[src/sv/byte_pipe_ring_buffer_top_assert.svh]
// Assertion macros for the byte pipe ring buffer.
// Each macro assumes a clock i_clk and an active-low reset i_rst_n in scope.
`ifndef BYTE_PIPE_RING_BUFFER_TOP_ASSERT_SVH
`define BYTE_PIPE_RING_BUFFER_TOP_ASSERT_SVH

// Invariant checked on every clock edge outside reset.
`define BPRB_ASSERT(lbl, prop, msg) \
    lbl: assert property (@(posedge i_clk) disable iff (!i_rst_n) (prop)) \
        else $error(msg);

// Implication checked in the same cycle.
`define BPRB_ASSERT_IMP(lbl, ante, cons, msg) \
    lbl: assert property (@(posedge i_clk) disable iff (!i_rst_n) (ante) |-> (cons)) \
        else $error(msg);

`endif

[src/sv/bprb_pkg.sv]
// Shared widths, codes and types of the byte pipe ring buffer.
// No dependencies.
`default_nettype none

package bprb_pkg;

    localparam int CNT_W     = 13;
    localparam int MODE_W    = 2;
    localparam int KIND_W    = 2;
    localparam int BYTE_W    = 8;
    localparam int CFG_IDX_W = 2;

    localparam logic [MODE_W-1:0] MODE_WRITE = 2'd0;
    localparam logic [MODE_W-1:0] MODE_READ  = 2'd1;
    localparam logic [MODE_W-1:0] MODE_END   = 2'd2;

    localparam logic [KIND_W-1:0] KIND_DATA   = 2'd0;
    localparam logic [KIND_W-1:0] KIND_GRANT  = 2'd1;
    localparam logic [KIND_W-1:0] KIND_BLOCK  = 2'd2;
    localparam logic [KIND_W-1:0] KIND_CLOSED = 2'd3;

    localparam logic [CFG_IDX_W-1:0] CFG_CAPACITY = 2'd0;
    localparam logic [CFG_IDX_W-1:0] CFG_ATOMIC   = 2'd1;

    localparam int RST_CAPACITY = 4096;
    localparam int RST_ATOMIC   = 512;

    // One result slot issued by the controller; is_mem means the data byte
    // comes from the store read port in the cycle after the issue.
    typedef struct packed {
        logic              valid;
        logic              is_mem;
        logic [KIND_W-1:0] kind;
        logic [CNT_W-1:0]  granted;
        logic              last;
    } t_issue;

endpackage

`default_nettype wire

[src/sv/bprb_ctrl.sv]
// Pointer, burst and read sequencing control of the byte pipe.
// Depends on bprb_pkg and the assertion macro header.
`default_nettype none

`include "byte_pipe_ring_buffer_top_assert.svh"

module bprb_ctrl
    import bprb_pkg::*;
#(
    parameter int STORE_DEPTH    = 4096,
    parameter int MAX_READ_BURST = 64,
    parameter int AW             = 12,
    parameter int PW             = 13
) (
    input  wire logic                 i_clk,
    input  wire logic                 i_rst_n,
    input  wire logic                 i_in_valid,
    output logic                      o_in_ready,
    input  wire logic [MODE_W-1:0]    i_mode,
    input  wire logic [BYTE_W-1:0]    i_data_byte,
    input  wire logic [CNT_W-1:0]     i_request_count,
    input  wire logic                 i_first,
    input  wire logic                 i_cfg_valid,
    input  wire logic [CFG_IDX_W-1:0] i_cfg_index,
    input  wire logic [CNT_W-1:0]     i_cfg_data,
    input  wire logic                 i_issue_ok,
    output t_issue                    o_issue,
    output logic                      o_mem_we,
    output logic      [AW-1:0]        o_mem_waddr,
    output logic      [BYTE_W-1:0]    o_mem_wdata,
    output logic                      o_mem_re,
    output logic      [AW-1:0]        o_mem_raddr
);

    localparam int RBW = $clog2(MAX_READ_BURST + 1);

    localparam logic ST_IDLE = 1'b0;
    localparam logic ST_READ = 1'b1;

    function automatic logic [PW-1:0] sat_cap(input logic [CNT_W-1:0] v);
        logic [PW:0] vx;
        logic [PW:0] lim;
        vx  = (PW+1)'(v);
        lim = (PW+1)'(STORE_DEPTH);
        if (v == '0) begin
            sat_cap = PW'(1);
        end else if (vx > lim) begin
            sat_cap = PW'(STORE_DEPTH);
        end else begin
            sat_cap = PW'(v);
        end
    endfunction

    logic             r_state,   n_state;
    logic [PW-1:0]    r_wp,      n_wp;
    logic [PW-1:0]    r_rp,      n_rp;
    logic             r_wrap,    n_wrap;
    logic             r_closed,  n_closed;
    logic [CNT_W-1:0] r_left,    n_left;
    logic             r_discard, n_discard;
    logic [PW-1:0]    r_cap,     n_cap;
    logic [CNT_W-1:0] r_atomic,  n_atomic;
    logic [RBW-1:0]   r_rd_left, n_rd_left;

    logic [PW:0]    used_x;
    logic [PW-1:0]  used;
    logic [PW-1:0]  free_b;
    logic [PW-1:0]  cnt_x;
    logic [PW-1:0]  grant_x;
    logic           refuse;
    logic [PW-1:0]  rd_m1;
    logic [PW-1:0]  rd_n;
    logic [PW-1:0]  wp_inc;
    logic [PW-1:0]  rp_inc;
    logic           accept;

    // Fill level from the pointers; the wrap flag tells full from empty.
    always_comb begin
        if (!r_wrap) begin
            used_x = (r_wp >= r_rp) ? (PW+1)'(r_wp - r_rp) : '0;
        end else if (r_rp <= r_cap) begin
            used_x = (PW+1)'(r_cap - r_rp) + (PW+1)'(r_wp);
        end else begin
            used_x = (PW+1)'(r_wp);
        end
        used = (used_x > (PW+1)'(r_cap)) ? r_cap : PW'(used_x);
    end

    assign free_b  = r_cap - used;
    assign cnt_x   = PW'(i_request_count);
    assign grant_x = (i_request_count > r_atomic) ? ((free_b < cnt_x) ? free_b : cnt_x)
                                                  : cnt_x;
    assign refuse  = (free_b == '0) || (grant_x > free_b);
    assign rd_m1   = (used < cnt_x) ? used : cnt_x;
    assign rd_n    = (rd_m1 < PW'(MAX_READ_BURST)) ? rd_m1 : PW'(MAX_READ_BURST);
    assign wp_inc  = r_wp + PW'(1);
    assign rp_inc  = r_rp + PW'(1);

    assign o_in_ready = (r_state == ST_IDLE) && i_issue_ok;
    assign accept     = i_in_valid && o_in_ready;

    assign o_mem_waddr = r_wp[AW-1:0];
    assign o_mem_wdata = i_data_byte;
    assign o_mem_raddr = r_rp[AW-1:0];

    always_comb begin
        n_state   = r_state;
        n_wp      = r_wp;
        n_rp      = r_rp;
        n_wrap    = r_wrap;
        n_closed  = r_closed;
        n_left    = r_left;
        n_discard = r_discard;
        n_cap     = r_cap;
        n_atomic  = r_atomic;
        n_rd_left = r_rd_left;
        o_issue   = '0;
        o_mem_we  = 1'b0;
        o_mem_re  = 1'b0;

        unique case (r_state)
            ST_IDLE: begin
                if (accept) begin
                    unique case (i_mode)
                        MODE_WRITE: begin
                            if (!i_first) begin
                                if (!r_discard && (r_left != '0)) begin
                                    o_mem_we = 1'b1;
                                    n_left   = r_left - CNT_W'(1);
                                end
                            end else if (r_closed) begin
                                n_left        = '0;
                                n_discard     = 1'b1;
                                o_issue.valid = 1'b1;
                                o_issue.kind  = KIND_CLOSED;
                                o_issue.last  = 1'b1;
                            end else if (refuse) begin
                                n_left        = '0;
                                n_discard     = 1'b1;
                                o_issue.valid = 1'b1;
                                o_issue.kind  = KIND_BLOCK;
                                o_issue.last  = 1'b1;
                            end else begin
                                n_discard       = 1'b0;
                                n_left          = '0;
                                if (grant_x != '0) begin
                                    o_mem_we = 1'b1;
                                    n_left   = CNT_W'(grant_x - PW'(1));
                                end
                                o_issue.valid   = 1'b1;
                                o_issue.kind    = KIND_GRANT;
                                o_issue.granted = CNT_W'(grant_x);
                                o_issue.last    = 1'b1;
                            end
                        end
                        MODE_READ: begin
                            if (used == '0) begin
                                o_issue.valid = 1'b1;
                                o_issue.kind  = r_closed ? KIND_CLOSED : KIND_BLOCK;
                                o_issue.last  = 1'b1;
                            end else if (rd_n != '0) begin
                                n_state   = ST_READ;
                                n_rd_left = RBW'(rd_n);
                            end
                        end
                        MODE_END: begin
                            n_closed = 1'b1;
                        end
                        default: begin
                        end
                    endcase
                end
            end
            ST_READ: begin
                if (i_issue_ok) begin
                    o_mem_re       = 1'b1;
                    o_issue.valid  = 1'b1;
                    o_issue.is_mem = 1'b1;
                    o_issue.kind   = KIND_DATA;
                    o_issue.last   = (r_rd_left == RBW'(1));
                    n_rd_left      = r_rd_left - RBW'(1);
                    if (r_rd_left == RBW'(1)) begin
                        n_state = ST_IDLE;
                    end
                    if (rp_inc >= r_cap) begin
                        n_rp   = '0;
                        n_wrap = 1'b0;
                    end else begin
                        n_rp = rp_inc;
                    end
                end
            end
        endcase

        if (o_mem_we) begin
            if (wp_inc >= r_cap) begin
                n_wp   = '0;
                n_wrap = 1'b1;
            end else begin
                n_wp = wp_inc;
            end
        end

        // Capacity change empties the pipe; the closed flag survives.
        if (i_cfg_valid) begin
            if (i_cfg_index == CFG_CAPACITY) begin
                n_cap     = sat_cap(i_cfg_data);
                n_wp      = '0;
                n_rp      = '0;
                n_wrap    = 1'b0;
                n_left    = '0;
                n_discard = 1'b0;
            end else if (i_cfg_index == CFG_ATOMIC) begin
                n_atomic = i_cfg_data;
            end
        end
    end

    always_ff @(posedge i_clk) begin
        if (!i_rst_n) begin
            r_state   <= ST_IDLE;
            r_wp      <= '0;
            r_rp      <= '0;
            r_wrap    <= 1'b0;
            r_closed  <= 1'b0;
            r_left    <= '0;
            r_discard <= 1'b0;
            r_cap     <= sat_cap(CNT_W'(RST_CAPACITY));
            r_atomic  <= CNT_W'(RST_ATOMIC);
            r_rd_left <= '0;
        end else begin
            r_state   <= n_state;
            r_wp      <= n_wp;
            r_rp      <= n_rp;
            r_wrap    <= n_wrap;
            r_closed  <= n_closed;
            r_left    <= n_left;
            r_discard <= n_discard;
            r_cap     <= n_cap;
            r_atomic  <= n_atomic;
            r_rd_left <= n_rd_left;
        end
    end

    `BPRB_ASSERT(a_ptr_in_range, (r_wp < r_cap) && (r_rp < r_cap), "pointer beyond capacity")
    `BPRB_ASSERT(a_wrap_order, r_wrap ? (r_wp <= r_rp) : (r_wp >= r_rp), "wrap flag inconsistent")
    `BPRB_ASSERT_IMP(a_no_write_full, o_mem_we, used < r_cap, "byte stored into full store")
    `BPRB_ASSERT_IMP(a_no_read_empty, o_mem_re, used != '0, "byte read from empty store")

endmodule

`default_nettype wire

[config.mk]
export PLATFORM = sky130hd
export DESIGN_NAME = bprb_ctrl
export DESIGN_NICKNAME = d
export VERILOG_FILES = /design/src/sv/bprb_pkg.sv /design/src/sv/bprb_ctrl.sv
export VERILOG_INCLUDE_DIRS = /design/src /design/src/sv
export SDC_FILE = /design/constraint.sdc
export NUM_CORES = 1
export LEC_CHECK = 0
export BUFFER_PORTS_ARGS = -buffer_cell sky130_fd_sc_hd__buf_2
export CORE_MARGIN = 1
export CORE_UTILIZATION = 35
export CTS_CLUSTER_DIAMETER = 60
export DETAILED_ROUTE_END_ITERATION = 10
export GPL_ROUTABILITY_DRIVEN = 0
export PLACE_DENSITY_LB_ADDON = 0.08
export SETUP_SLACK_MARGIN = 0.2
export SYNTH_ARGS = -nofsm -noshare
export SYNTH_HDL_FRONTEND = slang
export SYNTH_SLANG_ARGS = --single-unit
[constraint.sdc]
create_clock -name i_clk -period 13.5 [get_ports i_clk]
set_input_delay 1.35 -clock i_clk [delete_from_list [all_inputs] [get_ports i_clk]]
set_output_delay 1.35 -clock i_clk [all_outputs]
set_load 0.02 [all_outputs]
; Yosys cells after proc, flatten, opt, wreduce, memory -nomap -nowiden
; Cells that the tools add are included.
[word_totals]
ff_bits = 76
input_bits = 44
[classes]
add_sub_neg = 9
n_lt_le_gt_ge = 11
n_eq_ne = 9
mux = 89
n_bitwise = 2
n_reduce_logical = 17
[op_table]
columns = operator, n
row1 = $mux W13, 30
row2 = $mux W14, 3
row3 = $ge A13 B13 Y1, 3
row4 = $logic_not A13 Y1, 3
row5 = $reduce_bool A13 Y1, 3
row6 = $mux W1, 37
row7 = $mux W7, 5
row8 = $mux W16, 2
row9 = $sub A13 B13 Y14, 2
row10 = $add A13 B1 Y13 const B, 2
row11 = $gt A13 B13 Y1, 2
row12 = $lt A13 B13 Y1, 2
row13 = $sub A13 B1 Y13 const B, 2
row14 = $add A14 B13 Y14, 1
row15 = $gt A14 B13 Y1, 1
row16 = $pmux W7 S2, 1
row17 = $gt A13 B13 Y1 const B, 1
row18 = $le A13 B13 Y1, 1
row19 = $lt A13 B7 Y1 const B, 1
row20 = $sub A13 B13 Y13, 1
row21 = $pmux W1 S2, 5
row22 = $pmux W2 S2, 2
row23 = $eq A7 B1 Y1 const B, 1
row24 = $sub A7 B1 Y7 const B, 1
row25 = other kinds (14), 25

; Logic depth before layout (Yosys ltp)
[logic_depth]
word_depth = 21
depth_mapped = 62

; Worst setup path after synthesis
; Ideal clock, no wire load.
[synth_path]
kind = flip-flop to output port
startpoint = register r_rp[0]
endpoint = output port o_issue[10] (netlist name)
arrival_ps = 11282
required_time_ps = 12150
setup_slack_ps = 868
path_stages_with_launch = 57
cell_sequence = dfxtp_1 -> inv_1 -> ha_1 -> inv_1 -> ha_1 -> inv_1 -> fa_1 -> nor2b_1 -> o2111ai_1 -> a31oi_1 -> o21bai_1 -> a2111oi_0 -> a311oi_1 -> o311ai_1 -> ha_1 -> a21oi_1 -> nor4b_1 -> a2bb2oi_1 -> (+21 left out) -> a21oi_1 -> inv_1 -> ha_1 -> nor2b_1 -> o21a_1 -> o21a_1 -> o21a_1 -> o21a_1 -> o21a_1 -> o21a_1 -> o21ai_0 -> a21oi_1 -> o211ai_1 -> a21oi_1 -> a31oi_1 -> nor2b_1 -> clkbuf_1 -> and3_1
[synth_lines]
columns = element, line
row1 = from (decl), bprb_ctrl.sv:56  ; logic [PW-1:0] r_rp, n_rp;
row2 = from (signal assigned), bprb_ctrl.sv:234  ; r_rp <= n_rp;
row3 = to (decl), bprb_ctrl.sv:27  ; output t_issue o_issue,

; Worst setup path after layout
[layout_path]
startpoint = register r_wp[0]
endpoint = output port o_mem_we
[layout_between]
elab_chain_len = 17
word_cells_on_any_way = 23
[layout_rtl]
columns = element, line
row1 = from (decl), bprb_ctrl.sv:55  ; logic [PW-1:0] r_wp, n_wp;
row2 = from (signal assigned), bprb_ctrl.sv:233  ; r_wp <= n_wp;
row3 = $add A14 B13 Y14 (tied with other cells), bprb_ctrl.sv:82  ; used_x = (PW+1)'(r_cap - r_rp) + (PW+1)'(r_wp);
row4 = "$mux W14, on equally long branches", "bprb_ctrl.sv:81, bprb_ctrl.sv:80"
row5 = $mux W14 *, bprb_ctrl.sv:79  ; if (!r_wrap) begin
row6 = $gt A14 B13 Y1, bprb_ctrl.sv:86  ; used = (used_x > (PW+1)'(r_cap)) ? r_cap : PW'(used_x);
row7 = $mux W13 *, bprb_ctrl.sv:86
row8 = $sub A13 B13 Y13 *, bprb_ctrl.sv:89  ; assign free_b = r_cap - used;
row9 = $lt A13 B13 Y1, bprb_ctrl.sv:91  ; assign grant_x = (i_request_count > r_atomic) ? ((free_b < cnt_x) ? free_b : cnt_x)
row10 = $mux W13 (2 in a row), bprb_ctrl.sv:91
row11 = $gt A13 B13 Y1 / $reduce_bool A13 Y1 (equally long branches), "bprb_ctrl.sv:93, bprb_ctrl.sv:146"
row12 = $logic_or A1 B1 Y1 / $mux W1 (equally long branches), "bprb_ctrl.sv:93, bprb_ctrl.sv:146"
row13 = $mux W1 *, bprb_ctrl.sv:137  ; end else if (refuse) begin
row14 = $mux W1 *, bprb_ctrl.sv:131  ; end else if (r_closed) begin
row15 = $mux W1 *, bprb_ctrl.sv:126  ; if (!i_first) begin
row16 = $mux W1 *, bprb_ctrl.sv:124  ; unique case (i_mode)
row17 = $mux W1 *, bprb_ctrl.sv:123  ; if (accept) begin
row18 = $mux W1 *, bprb_ctrl.sv:121  ; unique case (r_state)
row19 = to (decl), bprb_ctrl.sv:28  ; output logic o_mem_we,
; Mark *: on every way between the ends. The rest lies on a longest branch, timed or not.

==> metrics.csv <==
stage;metric;value;unit
timing;fin_crit;12660;ps
clock_tree;cts_tree;yes;
worst_setup_path;worst_path_most_repeated_cell;inv_1;
floorplan;die_area;0.03029;mm2
worst_setup_path;crit_path_end_kind;primary output;
synth;ys_seq_area_share;14.69;%
global_routing;grt-ovfl-total;0;
timing;finalCritPeriodShare;93.76;%
floorplan;placementRows;62;
floorplan;die_w;174.0;um
worst_setup_path;max_stage_delay;560;ps
global_routing;grt_max_degree;44;
worst_setup_path;start_kind;flop;
routing;viasPerCell;5.734;
worst_setup_path;critPathKind;flop to primary output;
floorplan;ios;97;
routing;dr.pass1.iters;5;
cells_and_area;mostFrequentLayoutCell;ha_1;
floorplan;dieHeight;174.0;um
worst_setup_path;reg2regPathDepth;53;
synth;synth_cell_types;97;
placement;place_ws;124.4;ps
timing;worst_slack;842.9;ps
power_and_ir_drop;p_leak;0.005175;uW
min_path;worstHoldPathType;flop to flop;
cells_and_area;final_cell_mix;ha_1, inv_1, nand2_1;
synth;synth_fp_nets;1592;
clock_tree;cts_hold_buf;0;
power_and_ir_drop;ir_drop;0.06062;mV
timing;final_hold_viol_count;0;
clock_tree;cts-root-buf;clkbuf_16;
clock_tree;cts.sinks;76;
routing;drt_iter0_drc;691;
clock_tree;clk_path_buf_depth;2;
worst_setup_path;cp.required;12150;ps
cells_and_area;num-nets-final;1668;
run;drv_cap;0;
timing;tns;0;ps
synth;ys_ff_latch;76;
routing;drc;0;
min_path;worstHoldPathCells;2;
floorplan;start_util;35.80;%
cells_and_area;fin_util;40.40;%
worst_setup_path;crit_buf_inv;11;
placement;place_area;0.01114;mm2
global_routing;grt_pass1_vias;10366;
timing;tightest_slew;954.5;ps
worst_setup_path;path_delay_family;compound AO/OA/AOI/OAI gates;
synth;synthArstFlopShare;0;%
cells_and_area;stdcell_area;0.01169;mm2
floorplan;core;0.02894;mm2
clock_tree;clk_latency;380;ps
status;status;finished, final reports clean;
clock_tree;numCtsBuffers;9;
timing;drv_slew;0;
placement;numPortBuffers;80;
worst_setup_path;worstPathMaxFanout;10;
synth;syn_area_per_cell;7.448;um2
synth;syn_area;0.01036;mm2
synth;synth-edff-count;0;
routing;wl;40140;um
synth;ys_warn_count;0;
routing;post_drt_wl_per_cell;21.63;um
timing;whs;450.7;ps
synth;synthFlopType;dfxtp_1;
worst_setup_path;crit_cells;53;
routing;vias;10642;
global_routing;grt_pass1_wl;61600;um
synth;netlist_instances;1391;
worst_setup_path;worst_ep_arrival_time;11310;ps
placement;hpwl;32560;um
timing;timing.fmax;0.07901;GHz
global_routing;antenna_found_initial;0;
timing;max-slew-margin-rel;36.22;%
power_and_ir_drop;powerDensity;97.20;mW/mm2
clock_tree;htreeDepth;3;
cells_and_area;drive_gt1_share;15.43;%
worst_setup_path;cp_slowest_cell;dfxtp_1;
routing;antenna_left;0;
timing;skew;8.596;ps
clock_tree;clkTransAtPathRegs;60;ps
cells_and_area;syn2layout_area_growth;12.84;%
timing;rsz0062_at_grt;no;
global_routing;track_usage;26.66;%
timing;setup_viol;0;
## repair_timing
action | in CTS | in global routing
pin swaps | 1 | 9
gates resized for setup | 8 | 35
endpoints found under the hold margin | 0 | 0
setup endpoints to repair | 15 | 18
setup buffers | 0 | 13
cloned | 0 | 1
## tightest hold or removal path, cell delays in order, from the launching register on
cell	delay, ps
dfxtp_1	310
nand2_1	50
a21oi_1	50
## cell usage after synthesis (10+ instances only)
master	number	share of area (%)
clkbuf_1	28	1.0
nor2b_1	15	0.91
nor2_1	103	3.7
nor4_1	10	0.60
nand3_1	46	2.2
a21o_1	24	1.7
o21ai_0	86	4.2
fa_1	15	2.9
a31oi_1	11	0.66
a21oi_1	102	4.9
mux2i_1	11	1.1
a211oi_1	16	1.2
xor2_1	13	1.1
buf_4	33	2.4
o31ai_1	10	0.72
o21a_1	34	2.5
or3_1	14	0.85
xnor2_1	38	3.2
ha_1	142	17
o211ai_1	20	1.4
nand2b_1	13	0.79
and3_1	21	1.3
inv_1	138	5.0
nor3_1	37	1.8
nand2_1	129	4.7
nand4_1	27	1.6
dfxtp_1	76	15
## kinds of logic (layout without fill, tap and decap cells)
family | after synthesis | in the layout | share of synthesized area (%)
fa+ha+maj | 161 | 161 | 20.45
xor+xnor | 52 | 52 | 4.469
buf+inv | 208 | 288 | 8.961
flops | 76 | 76 | 14.69
mux | 17 | 17 | 1.787
compound gates | 411 | 411 | 26.99
simple gates | 466 | 466 | 22.66
other cells | 0 | 1 | 0
## per-layer routing
| layer | vias up | GRT usage, % | part of all wire, % |
|---|---|---|---|
| met4 | 0 | 10.38 | 3.2 |
| met1 | 5119 | 33.98 | 45 |
| met5 | - | 0 | 0 |
| li1 | 5184 | - | - |
| met3 | 56 | 4.003 | 3.9 |
| met2 | 283 | 45.00 | 48 |
## area by class of cell
cell class	instances	area [um2]
Tap cell	384	480.5
Inverter	142	539.3
Clock buffer	9	225.2
Fill cell	3096	17250
Antenna cell	1	2.502
Sequential cell	76	1531
Timing Repair Buffer	131	792.0
Multi-Input combinational cell	1107	8055
Clock inverter	6	63.81
## per-stage QoR
step | instances | power, uW
after floorplan | 1391 | 658.0
final | 1856 | 1136
after global placement | 1826 | 841.9
after CTS | 1841 | 1114
after detailed placement | 1826 | 840.0
after global routing | 1855 | 1211
## flip-flops by register name (all words and copies together) (netlist names)
register   cells
r_left        13
r_rd_left      7
r_cap         13
r_atomic      13
r_wrap         1
r_wp          13
r_state        1
r_rp          13
r_discard      1
r_closed       1
## power breakdown
group	switching (uW)	internal, uW	total, uW	leakage, uW
Clock	120	142	262	0.000138
Sequential	8.18	231	239	0.000618
Combinational	391	244	635	0.00442
## path summary, 6_finish.rpt
path           endpoint  slack [ps]  startpoint
max reg2reg     r_wp[4]        1790     r_wp[0]
min reg2reg  r_left[12]         450  r_left[12]
max            o_mem_we         840     r_wp[0]
min          r_left[12]         450  r_left[12]
Note: power is estimated with default switching activity, not from simulation.
